## src/hw/rtl/dsplit_pkg.sv

```systemverilog
// Shared types and constants for the delimiter string splitter.
package dsplit_pkg;

  localparam int WIN_BYTES  = 8;
  localparam int OUTQ_DEPTH = 4;
  localparam int OUTQ_AW    = $clog2(OUTQ_DEPTH);

  localparam logic [1:0] CFG_DELIM_BYTES  = 2'd0;
  localparam logic [1:0] CFG_DELIM_LENGTH = 2'd1;
  localparam logic [1:0] CFG_BASE_OFFSET  = 2'd2;

  typedef struct packed {
    logic [WIN_BYTES-1:0][7:0] bytes;
    logic [3:0]                len;
  } delim_cfg_t;

  typedef struct packed {
    logic [15:0] seg_start;
    logic [15:0] seg_end;
    logic        last_segment;
    logic        too_long;
  } seg_t;

endpackage

```

## src/hw/rtl/dsplit_cell.sv

```systemverilog
// One window cell: holds a byte, passes it on, compares the arriving byte.
module dsplit_cell #(
  parameter int IDX = 0
) (
  input  logic                clk,
  input  logic                rst_n,
  input  logic                shift,
  input  logic                clear,
  input  logic [7:0]          byte_in,
  input  dsplit_pkg::delim_cfg_t dcfg,
  output logic [7:0]          byte_out,
  output logic                hit
);
  import dsplit_pkg::*;

  logic [7:0] byte_r;
  logic [7:0] byte_nxt;
  logic       in_use;
  logic [3:0] jdx;

  assign in_use = 4'(IDX) < dcfg.len;
  assign jdx    = 4'(dcfg.len - 4'd1 - 4'(IDX));
  assign hit    = !in_use || (byte_in == dcfg.bytes[jdx[2:0]]);
  assign byte_out = byte_r;

  always_comb begin
    byte_nxt = byte_r;
    if (clear) begin
      byte_nxt = 8'd0;
    end else if (shift) begin
      byte_nxt = byte_in;
    end
  end

  always_ff @(posedge clk) begin
    if (!rst_n) begin
      byte_r <= 8'd0;
    end else begin
      byte_r <= byte_nxt;
    end
  end

endmodule

```

## src/hw/rtl/dsplit_outq.sv

```systemverilog
// Result queue: takes up to two segments per cycle, hands out one.
module dsplit_outq (
  input  logic                clk,
  input  logic                rst_n,
  input  logic                push_a,
  input  logic                push_b,
  input  dsplit_pkg::seg_t    data_a,
  input  dsplit_pkg::seg_t    data_b,
  input  logic                pop,
  output logic                not_empty,
  output logic                nearly_full,
  output dsplit_pkg::seg_t    head
);
  import dsplit_pkg::*;

  seg_t                 mem_r [OUTQ_DEPTH];
  logic [OUTQ_AW-1:0]   wr_ptr_r, wr_ptr_nxt;
  logic [OUTQ_AW-1:0]   rd_ptr_r, rd_ptr_nxt;
  logic [OUTQ_AW:0]     count_r, count_nxt;
  logic [OUTQ_AW-1:0]   wr_ptr_b;
  logic [OUTQ_AW:0]     n_push;

  assign not_empty   = count_r != '0;
  assign nearly_full = count_r > (OUTQ_AW+1)'(OUTQ_DEPTH - 2);
  assign head        = mem_r[rd_ptr_r];
  assign wr_ptr_b    = wr_ptr_r + (OUTQ_AW)'(push_a);
  assign n_push      = (OUTQ_AW+1)'(push_a) + (OUTQ_AW+1)'(push_b);

  always_comb begin
    wr_ptr_nxt = wr_ptr_r + n_push[OUTQ_AW-1:0];
    rd_ptr_nxt = rd_ptr_r + (OUTQ_AW)'(pop);
    count_nxt  = count_r + n_push - (OUTQ_AW+1)'(pop);
  end

  always_ff @(posedge clk) begin
    if (push_a) begin
      mem_r[wr_ptr_r] <= data_a;
    end
    if (push_b) begin
      mem_r[wr_ptr_b] <= data_b;
    end
  end

  always_ff @(posedge clk) begin
    if (!rst_n) begin
      wr_ptr_r <= '0;
      rd_ptr_r <= '0;
      count_r  <= '0;
    end else begin
      wr_ptr_r <= wr_ptr_nxt;
      rd_ptr_r <= rd_ptr_nxt;
      count_r  <= count_nxt;
    end
  end

endmodule

```

## src/hw/rtl/delimiter_string_splitter.sv

```systemverilog
// Top level of the delimiter string splitter.
// Takes one byte per cycle; a row of byte cells forms the match window and
// compares every byte of the delimiter in parallel, so a match is known in
// the cycle its last byte arrives. Each item yields zero, one or two
// segments into a four-entry result queue; the input stalls while the queue
// holds more than two segments, so a sustained rate of one item per cycle
// holds whenever results are taken as fast as they appear. Segment start
// and end are base_offset plus the byte count, saturating at
// min(MAX_LEN, 65535), with too_long set from the byte that passed it until
// the end of the string.
module delimiter_string_splitter #(
  parameter int              MAX_DELIM = 8,
  parameter longint unsigned MAX_LEN   = 65535
) (
  input  logic        clk,
  input  logic        rst_n,
  input  logic        in_valid,
  output logic        in_stall,
  input  logic [7:0]  in_char_byte,
  input  logic        in_byte_valid,
  input  logic        in_end_of_string,
  output logic        out_valid,
  input  logic        out_stall,
  output logic [15:0] out_seg_start,
  output logic [15:0] out_seg_end,
  output logic        out_last_segment,
  output logic        out_too_long,
  input  logic        cfg_we,
  input  logic [1:0]  cfg_index,
  input  logic [63:0] cfg_wdata
);
  import dsplit_pkg::*;

  localparam int NCELL = (MAX_DELIM < WIN_BYTES) ? MAX_DELIM : WIN_BYTES;
  localparam logic [3:0] LEN_CAP = 4'(NCELL);
  localparam logic [17:0] LIMIT = (MAX_LEN > 65535) ? 18'd65535 : 18'(MAX_LEN);

  logic [63:0] delim_bytes_r;
  logic [3:0]  delim_len_r;
  logic [15:0] base_r;
  logic [16:0] cnt_r, cnt_nxt;
  logic [15:0] begin_r, begin_nxt;
  logic [3:0]  since_r, since_nxt;
  logic        ovf_r, ovf_nxt;

  delim_cfg_t  dcfg;
  logic        accept, shift, clear;
  logic [7:0]  cell_in  [NCELL];
  logic [7:0]  cell_out [NCELL];
  logic [NCELL-1:0] cell_hit;
  logic [16:0] cnt_inc, cnt_new, mstart;
  logic [15:0] begin_new;
  logic [3:0]  since_inc;
  logic        ovf_new, match;
  seg_t        seg_mid, seg_fin, data_a, head;
  logic        push_a, push_b, q_full, q_ne;

  function automatic logic [15:0] abs_pos(input logic [15:0] b, input logic [16:0] rel);
    logic [17:0] s;
    s = {2'b00, b} + {1'b0, rel};
    return (s > LIMIT) ? LIMIT[15:0] : s[15:0];
  endfunction

  always_ff @(posedge clk) begin
    if (!rst_n) begin
      delim_bytes_r <= 64'd44;
      delim_len_r   <= 4'd1;
      base_r        <= 16'd0;
    end else if (cfg_we) begin
      case (cfg_index)
        CFG_DELIM_BYTES:  delim_bytes_r <= cfg_wdata;
        CFG_DELIM_LENGTH: delim_len_r   <= cfg_wdata[3:0];
        CFG_BASE_OFFSET:  base_r        <= cfg_wdata[15:0];
        default: ;
      endcase
    end
  end

  assign dcfg.bytes = delim_bytes_r;
  assign dcfg.len   = (delim_len_r > LEN_CAP) ? LEN_CAP : delim_len_r;

  assign in_stall = q_full;
  assign accept   = in_valid && !in_stall;
  assign shift    = accept && in_byte_valid;
  assign clear    = accept && in_end_of_string;

  for (genvar k = 0; k < NCELL; k++) begin : g_cell
    if (k == 0) begin : g_head
      assign cell_in[k] = in_char_byte;
    end else begin : g_link
      assign cell_in[k] = cell_out[k-1];
    end
    dsplit_cell #(.IDX(k)) u_cell (
      .clk      (clk),
      .rst_n    (rst_n),
      .shift    (shift),
      .clear    (clear),
      .byte_in  (cell_in[k]),
      .dcfg     (dcfg),
      .byte_out (cell_out[k]),
      .hit      (cell_hit[k])
    );
  end

  always_comb begin
    cnt_inc   = (cnt_r != '1) ? cnt_r + 17'd1 : cnt_r;
    cnt_new   = in_byte_valid ? cnt_inc : cnt_r;
    since_inc = (since_r != 4'hF) ? since_r + 4'd1 : since_r;
    ovf_new   = ovf_r ||
                (in_byte_valid && (({2'b00, base_r} + {1'b0, cnt_inc}) > LIMIT));
    match     = in_byte_valid && (dcfg.len != 4'd0) &&
                (({1'b0, since_r} + 5'd1) >= {1'b0, dcfg.len}) && (&cell_hit);
    mstart    = cnt_inc - {13'd0, dcfg.len};
    begin_new = match ? ((cnt_inc > 17'hFFFF) ? 16'hFFFF : cnt_inc[15:0]) : begin_r;

    seg_mid.seg_start    = abs_pos(base_r, {1'b0, begin_r});
    seg_mid.seg_end      = abs_pos(base_r, mstart);
    seg_mid.last_segment = 1'b0;
    seg_mid.too_long     = ovf_new;
    seg_fin.seg_start    = abs_pos(base_r, {1'b0, begin_new});
    seg_fin.seg_end      = abs_pos(base_r, cnt_new);
    seg_fin.last_segment = 1'b1;
    seg_fin.too_long     = ovf_new;

    push_a = accept && (match || in_end_of_string);
    push_b = accept && match && in_end_of_string;
    data_a = match ? seg_mid : seg_fin;
  end

  always_comb begin
    cnt_nxt   = cnt_r;
    begin_nxt = begin_r;
    since_nxt = since_r;
    ovf_nxt   = ovf_r;
    if (clear) begin
      cnt_nxt   = '0;
      begin_nxt = '0;
      since_nxt = '0;
      ovf_nxt   = 1'b0;
    end else if (shift) begin
      cnt_nxt   = cnt_new;
      begin_nxt = begin_new;
      since_nxt = match ? 4'd0 : since_inc;
      ovf_nxt   = ovf_new;
    end
  end

  always_ff @(posedge clk) begin
    if (!rst_n) begin
      cnt_r   <= '0;
      begin_r <= '0;
      since_r <= '0;
      ovf_r   <= 1'b0;
    end else begin
      cnt_r   <= cnt_nxt;
      begin_r <= begin_nxt;
      since_r <= since_nxt;
      ovf_r   <= ovf_nxt;
    end
  end

  dsplit_outq u_outq (
    .clk         (clk),
    .rst_n       (rst_n),
    .push_a      (push_a),
    .push_b      (push_b),
    .data_a      (data_a),
    .data_b      (seg_fin),
    .pop         (q_ne && !out_stall),
    .not_empty   (q_ne),
    .nearly_full (q_full),
    .head        (head)
  );

  assign out_valid        = q_ne;
  assign out_seg_start    = head.seg_start;
  assign out_seg_end      = head.seg_end;
  assign out_last_segment = head.last_segment;
  assign out_too_long     = head.too_long;

endmodule

```

## config.mk

```make
export PLATFORM = sky130hd
export DESIGN_NAME = delimiter_string_splitter
export DESIGN_NICKNAME = d
export VERILOG_FILES = /design/src/hw/rtl/dsplit_pkg.sv /design/src/hw/rtl/dsplit_cell.sv /design/src/hw/rtl/dsplit_outq.sv /design/src/hw/rtl/delimiter_string_splitter.sv
export SDC_FILE = /design/constraint.sdc
export NUM_CORES = 1
export LEC_CHECK = 0
export ABC_AREA = 1
export ABC_CLOCK_PERIOD_IN_PS = 5500
export BUFFER_PORTS_ARGS = -buffer_cell sky130_fd_sc_hd__clkbuf_2
export CORE_MARGIN = 4
export CORE_UTILIZATION = 55
export CTS_CLUSTER_SIZE = 30
export DETAILED_ROUTE_END_ITERATION = 16
export PLACE_DENSITY = 0.76
export SETUP_SLACK_MARGIN = 0.2
export SLEW_MARGIN = 0
export SYNTH_ARGS = -nofsm -noshare
export SYNTH_HDL_FRONTEND = slang
export SYNTH_SLANG_ARGS = --single-unit
```

## constraint.sdc

```tcl
create_clock -name clk -period 5.5 [get_ports clk]
set_clock_uncertainty 0.05 [all_clocks]
set_input_delay 0.275 -clock clk [delete_from_list [all_inputs] [get_ports clk]]
set_output_delay 0.275 -clock clk [all_outputs]
set_load 0.02 [all_outputs]
```

# After elaboration in Yosys (flattened, before gate mapping)
# Memory sizes are Yosys's and may differ from the RTL's. A register that Yosys moved wholly into a read port is not among the register bits.
# Index checks and enable logic that the tools add are counted.
# word_totals
mem_bits_rw,136
memories,1
ff_bits,185
output_inout_bits,36
in_bits,81
wordCells,153
# memory_table
memory,words,word_bits,rd,rd_ports_with_merged_regs,wr,line,text
u_outq.mem_r,4,34,1,1,2,dsplit_outq.sv:16,seg_t mem_r [OUTQ_DEPTH];
# op_classes
reduce_logical,41
mux,33
n_addsub,23
n_eq_ne,12
magnitude_cmp,25
n_bitwise,1
# op_table
op,count
8-bit binary-select mux with 3-bit select,8
16-bit 2-to-1 mux,6
8-bit equality test,8
8-bit 2-to-1 mux,8
16-bit by 17-bit adder with 18-bit output,3
18-bit by 16-bit > comparator with 1-bit output (second input constant),3
17-bit by 16-bit > comparator with 1-bit output (second input constant),3
16-bit by 16-bit adder with 17-bit output,2
17-bit 2-to-1 mux,2
34-bit 2-to-1 mux,1
3-bit by 4-bit less-than comparator with 1-bit output (second input constant),8
17-bit by 1-bit adder with 17-bit output (second input constant),1
17-bit inequality test (second input constant),1
17-bit by 4-bit subtractor with 17-bit output,1
3-bit by 4-bit less-than comparator with 1-bit output (first input constant),4
4-bit 2-to-1 mux,3
3-bit subtractor (second input constant),4
1-bit logical AND,11
1-bit logical NOT,10
1-bit logical OR,10
1-bit by 4-bit less-than comparator with 1-bit output (first input constant),2
2-bit by 4-bit less-than comparator with 1-bit output (first input constant),2
2-bit AND reduction,4
8-bit AND reduction,1
23 further kinds,29

# Logic depth before layout (Yosys ltp)
# logic_depth
word_depth,15
ltp_mapped,43
mapped_depth_nobuf,38

# Hierarchy
# From an unflattened synthesis, not the netlist that was laid out.
# hier_totals
cells_unflattened,4334
hier_area_um2,27393.8
# modules_own_cells
mod,n_inst,area_each_um2,cells_each,seq_area_each_um2
delimiter_string_splitter,1,10134.7,1570,2442.3
dsplit_outq,1,7787.5,916,4224.1
dsplit_cell (g_cell[1].u_cell),1,1285.0,264,160.2
dsplit_cell (g_cell[5].u_cell),1,1271.2,264,160.2
dsplit_cell (g_cell[0].u_cell),1,1228.7,209,160.2
dsplit_cell (g_cell[7].u_cell),1,1181.1,238,160.2
dsplit_cell (g_cell[3].u_cell),1,1178.6,239,160.2
dsplit_cell (g_cell[2].u_cell),1,1113.6,214,160.2
dsplit_cell (g_cell[4].u_cell),1,1113.6,212,160.2
dsplit_cell (g_cell[6].u_cell),1,1099.8,208,160.2

# Worst setup path before layout
# Ideal clock, no wire load.
# synth_path
path_type,flip-flop to flip-flop
startpoint,register delim_len_r[3]
endpoint,"memory u_outq.mem_r[0][22] in the netlist's numbering, data pin"
setup_ns,0.254
n_path_buf,6
setup_slack_ns,-0.202
period_less_slack_ns,5.702
arrival_time_ns,5.398
path_stages_with_launch,38
required_ns,5.196
cell_sequence,dfxtp_1 > inv_2 > nand2_1 > inv_2 > buf_1 > ha_1 > clkbuf_1 > inv_1 > buf_1 > nand3_1 > nand2_1 > nand2_1 > nand2_1 > nand2_1 > nand2_1 > nand2_1 > nor2_1 > nand2_1 > [2 not listed] > nor2_1 > nand3_1 > buf_2 > clkbuf_1 > o21ai_0 > inv_1 > ha_1 > a21oi_1 > o21ai_0 > a21oi_1 > o21ai_0 > a31oi_1 > clkbuf_1 > nand2_1 > nand2_1 > o21ai_0 > nand3_1 > nand2_1
# synth_rtl
item,line,text
start: declaration,delimiter_string_splitter.sv:39,logic [3:0] delim_len_r;
start signal: assignment,delimiter_string_splitter.sv:72,CFG_DELIM_LENGTH: delim_len_r <= cfg_wdata[3:0];
end: declaration,dsplit_outq.sv:16,

==> summary.md <==
| Metric | Value |
|---|---|
| Outcome | finished, final reports clean |
| Syn nets | between 3000 and 4000 |
| Post-synth EDFFs | 132 |
| Ys Warns | 0 |
| Compound-gate portion of the synthesized area | 14.1% |
| Worst Path Class, Setup | register to register |
| Area Overhead vs Synth | 22.0% |
| Slew of the pin with the lowest slew margin | 1100 ps |
| Total gr overflow | 0 |
| # nets final | 3976 |
| Filler cells | around 3600 |
| WL per Instance | 19.6 um |
| Worst rel slew slack | 26.2% |
| Clock sink total | roughly 320 |
| Max FO, Critical Path | 8 |
| Vias in the first global route | 24000 |
| Post-synthesis xor/xnor area fraction | 2.82% |
| FP Rows | 75 |
| Post-synthesis instance area | 23300 um^2 |
| Final core occ | a little under 70% |
| All-Layer GR Usage | 35.8% |
| Main synth FF type | dfxtp_1 |
| Fin crit share | 95.8% |
| F_max | 190 MHz |
| Cell mode on critical path | nand2_2 |
| Hold Vio Cnt, Final | 0 |
| Clock Pin Slew Worst Setup and Hold Paths | approximately 60 ps |
| Maximum number of pins on one net before global-route repair | 95 |
| HP Class | input port to register |
| Distinct cells, synth | 47 |
| Initial Util | 55.6% |
| Max-slew violations | 0 |
| Crit. End Element | register |
| 1st-iter DRT viols | approximately 2900 |
| Max IR drop VDD | 0.247 mV |
| Fin cells | 4355 |
| DRC | 0 |
| Final hold slack | 27.4 ps |
| CP Launch Type | register |
| Initial antenna violation count | 0 |
| Post-DP HPWL | 58.8 mm |
| Ant. Diodes | 0 |
| Placed cell count | 4218 |
| Port buffer count | 116 |
| TritonCTS clock tree | built |
| Drt via density | 5.96 |
| DR pass1 iterations | 12 |
| Die Y | 214 um |
| Synthesized instance count | ~3600 |
| RSZ-0062 raised after global routing | true |
| H-tree levels | 2 |
| Die ar. | 45700 um^2 |
| Layout cell share with drive strength beyond 1 | 16.3% |
| Hold Path Depth | 3 |
| Leak pwr | approximately 14 nW |
| Simple-Gate Fraction of Synth Area | 35.5% |
| Register area share after synthesis | 33.2% |
| DR vias | 26000 |
| Clk_lat worst skew | ~570 ps |
| Main combinational cell family by area after synthesis | simple AND/OR/NAND/NOR gates |
| CP peak stage delay | around 380 ps |
| Post-Route WL | 85.6 mm |
| R2R cell count | 35 |
| Final TNS setup | 0 ps |
| CTS Buf Count | 38 |
| CP Data Arrival Time | between 5000 and 6000 ps |
| CTS max path bufs | 3 |
| Post-Synth Adder-Cell Area | a little under 6% |
| Max cap viols | 0 |
| Tmin final | approximately 5300 ps |
| Core region area | ~42000 um^2 |
| Final ANT Viol Nets | 0 |
| Crit path max-delay cell type | ha_1 |
| Pwr Density | 330 nW/um^2 |
| Leading area contributor after synthesis | edfxtp_1 |
| Final-report setup violation count | 0 |
| Multiplexer area fraction after synthesis | 0% |
| Largest cells by area after synthesis | edfxtp_1 (17%), nand2_1 (17%), dfxtp_1 (16%) |
| Flops & latches, synth | 321 |
| Routability congestion estimate | 1.12 |
| I/O pins | 117 |
| Area share of the largest cell type after synthesis | 17.0% |
| First-pass GRT wire length | approximately 130 mm |
| Root Driver | clkbuf_16 |
| Asr flop ratio synth | 0% |
| Die X | ~210 um |
| Critical Path RT | just under 6000 ps |
| Syn Area/Cell | 6.55 um^2 |
-- stage by stage --
step / power [mW] / worst slack (ps) / area [um^2]
2_1_floorplan: 5.14 / 203 / 23400
3_3_place_gp: 6.39 / 270 / 25400
3_5_place_dp: 6.43 / 189 / 25400
4_1_cts: 8.99 / 203 / 27300
5_1_grt: 9.86 / -48.1 / 28400
6_report: 9.39 / 232 / 28400
-- per-layer routing --
metal	share of wire, %	vias up	wire length, um	track usage [%]
li1	-	12400	-	-
met1	37	11700	31400	42.3
met2	46	1514	39600	59.7
met3	9.4	392	8060	6.63
met4	7.7	0	6560	23.9
met5	0	-	0	0
-- critical path, delay by kind of cell, from the launching register on --
family | cells | cell delay (ps)
compound gates | 5 | 840
simple gates | 21 | 2360
fa+ha+maj | 3 | 740
xor+xnor | 1 | 230
flops | 1 | 350
buf+inv | 5 | 570
-- synth_stat cells (10+ instances only) --
master / n
xor2_1: 50
o21ai_0: 318
nand3_1: 513
nand4_1: 77
o21ai_1: 10
nor3_1: 20
ha_1: 100
xnor2_1: 25
dfxtp_1: 189
buf_2: 56
clkbuf_1: 125
edfxtp_1: 132
buf_1: 11
a21oi_1: 219
o22ai_1: 34
nor2_1: 249
nand3b_1: 12
nand2_1: 1043
inv_1: 291
-- sequential cells by signal, summed over array words and instances (netlist names) --
| register | flops |
|---|---|
| u_outq.mem_r | 136 |
| delim_bytes_r | 64 |
| g_cell.u_cell.byte_out | 56 |
| cnt_r | 17 |
| base_r | 16 |
| begin_r | 16 |
| delim_len_r | 4 |
| since_r | 4 |
| u_outq.count_r | 3 |
| u_outq.rd_ptr_r | 2 |
| u_outq.wr_ptr_r | 2 |
| ovf_r | 1 |
-- layout by cell type, fill, tap and decap left out, types with 7 or more instances in the layout --
cell and instances:
nand2_1 980, nand3_1 435, o21ai_0 300, inv_1 280, nor2_1 238, a21oi_1 208, dfxtp_1 185, buf_4 184
edfxtp_1 132, clkbuf_2 116, ha_1 92, nand4_1 77, nand3_2 75, dlygate4sd3_1 58, nand2_2 47, xor2_1 47
clkbuf_16 41, o22ai_1 34, xnor2_1 25, o21ai_1 24, nand2_4 23, nor3_1 14, buf_12 14, inv_2 12
nand3b_1 12, nor2_2 12, a21oi_2 11, buf_6 11, ha_4 8, a21o_1 7, clkinv_2 7
-- final timing paths --
kind | startpoint | to | slack [ps]
hold / removal | cfg_wdata[50] | delim_bytes_r[50] | 30
setup reg to reg | cnt_r[1] | u_outq.mem_r[2][8] | 230
setup / recovery | cnt_r[1] | u_outq.mem_r[2][8] | 230
hold reg to reg | u_outq.mem_r[2][1] | u_outq.mem_r[2][1] | 410
-- area by class of cell --
type / count / area, um^2 / area share, %
Tap cell: 539 / 674 / 2.37
Timing Repair Buffer: 386 / 3010 / 10.6
Multi-Input combinational cell: 2744 / 14600 / 51.5
Clock inverter: 20 / 176 / 0.621
Inverter: 297 / 1120 / 3.95
Clock buffer: 48 / 1060 / 3.73
Sequential cell: 321 / 7750 / 27.3
-- power by group --
group	internal, mW	switching (mW)
clock network	1.47	1.08
logic	1.39	2.63
registers	2.68	0.145
total	5.54	3.85
-- timing repair --
| action | CTS | global route |
|---|---|---|
| hold buffers | 58 | 0 |
| setup buffers | 0 | 7 |
| pin swaps | 0 | 70 |
| hold endpoints to repair | 64 | 0 |
| gates cloned | 0 | 4 |
| setup endpoints to repair | 8 | 128 |
| gates resized for setup | 6 | 260 |
-- cells by family after synthesis --
group	count (synthesis)
fa+ha+maj	107
simple gates	1936
flops	321
buf+inv	496
compound gates	624
xor+xnor	75
Note: power is estimated with default switching activity, not from simulation.
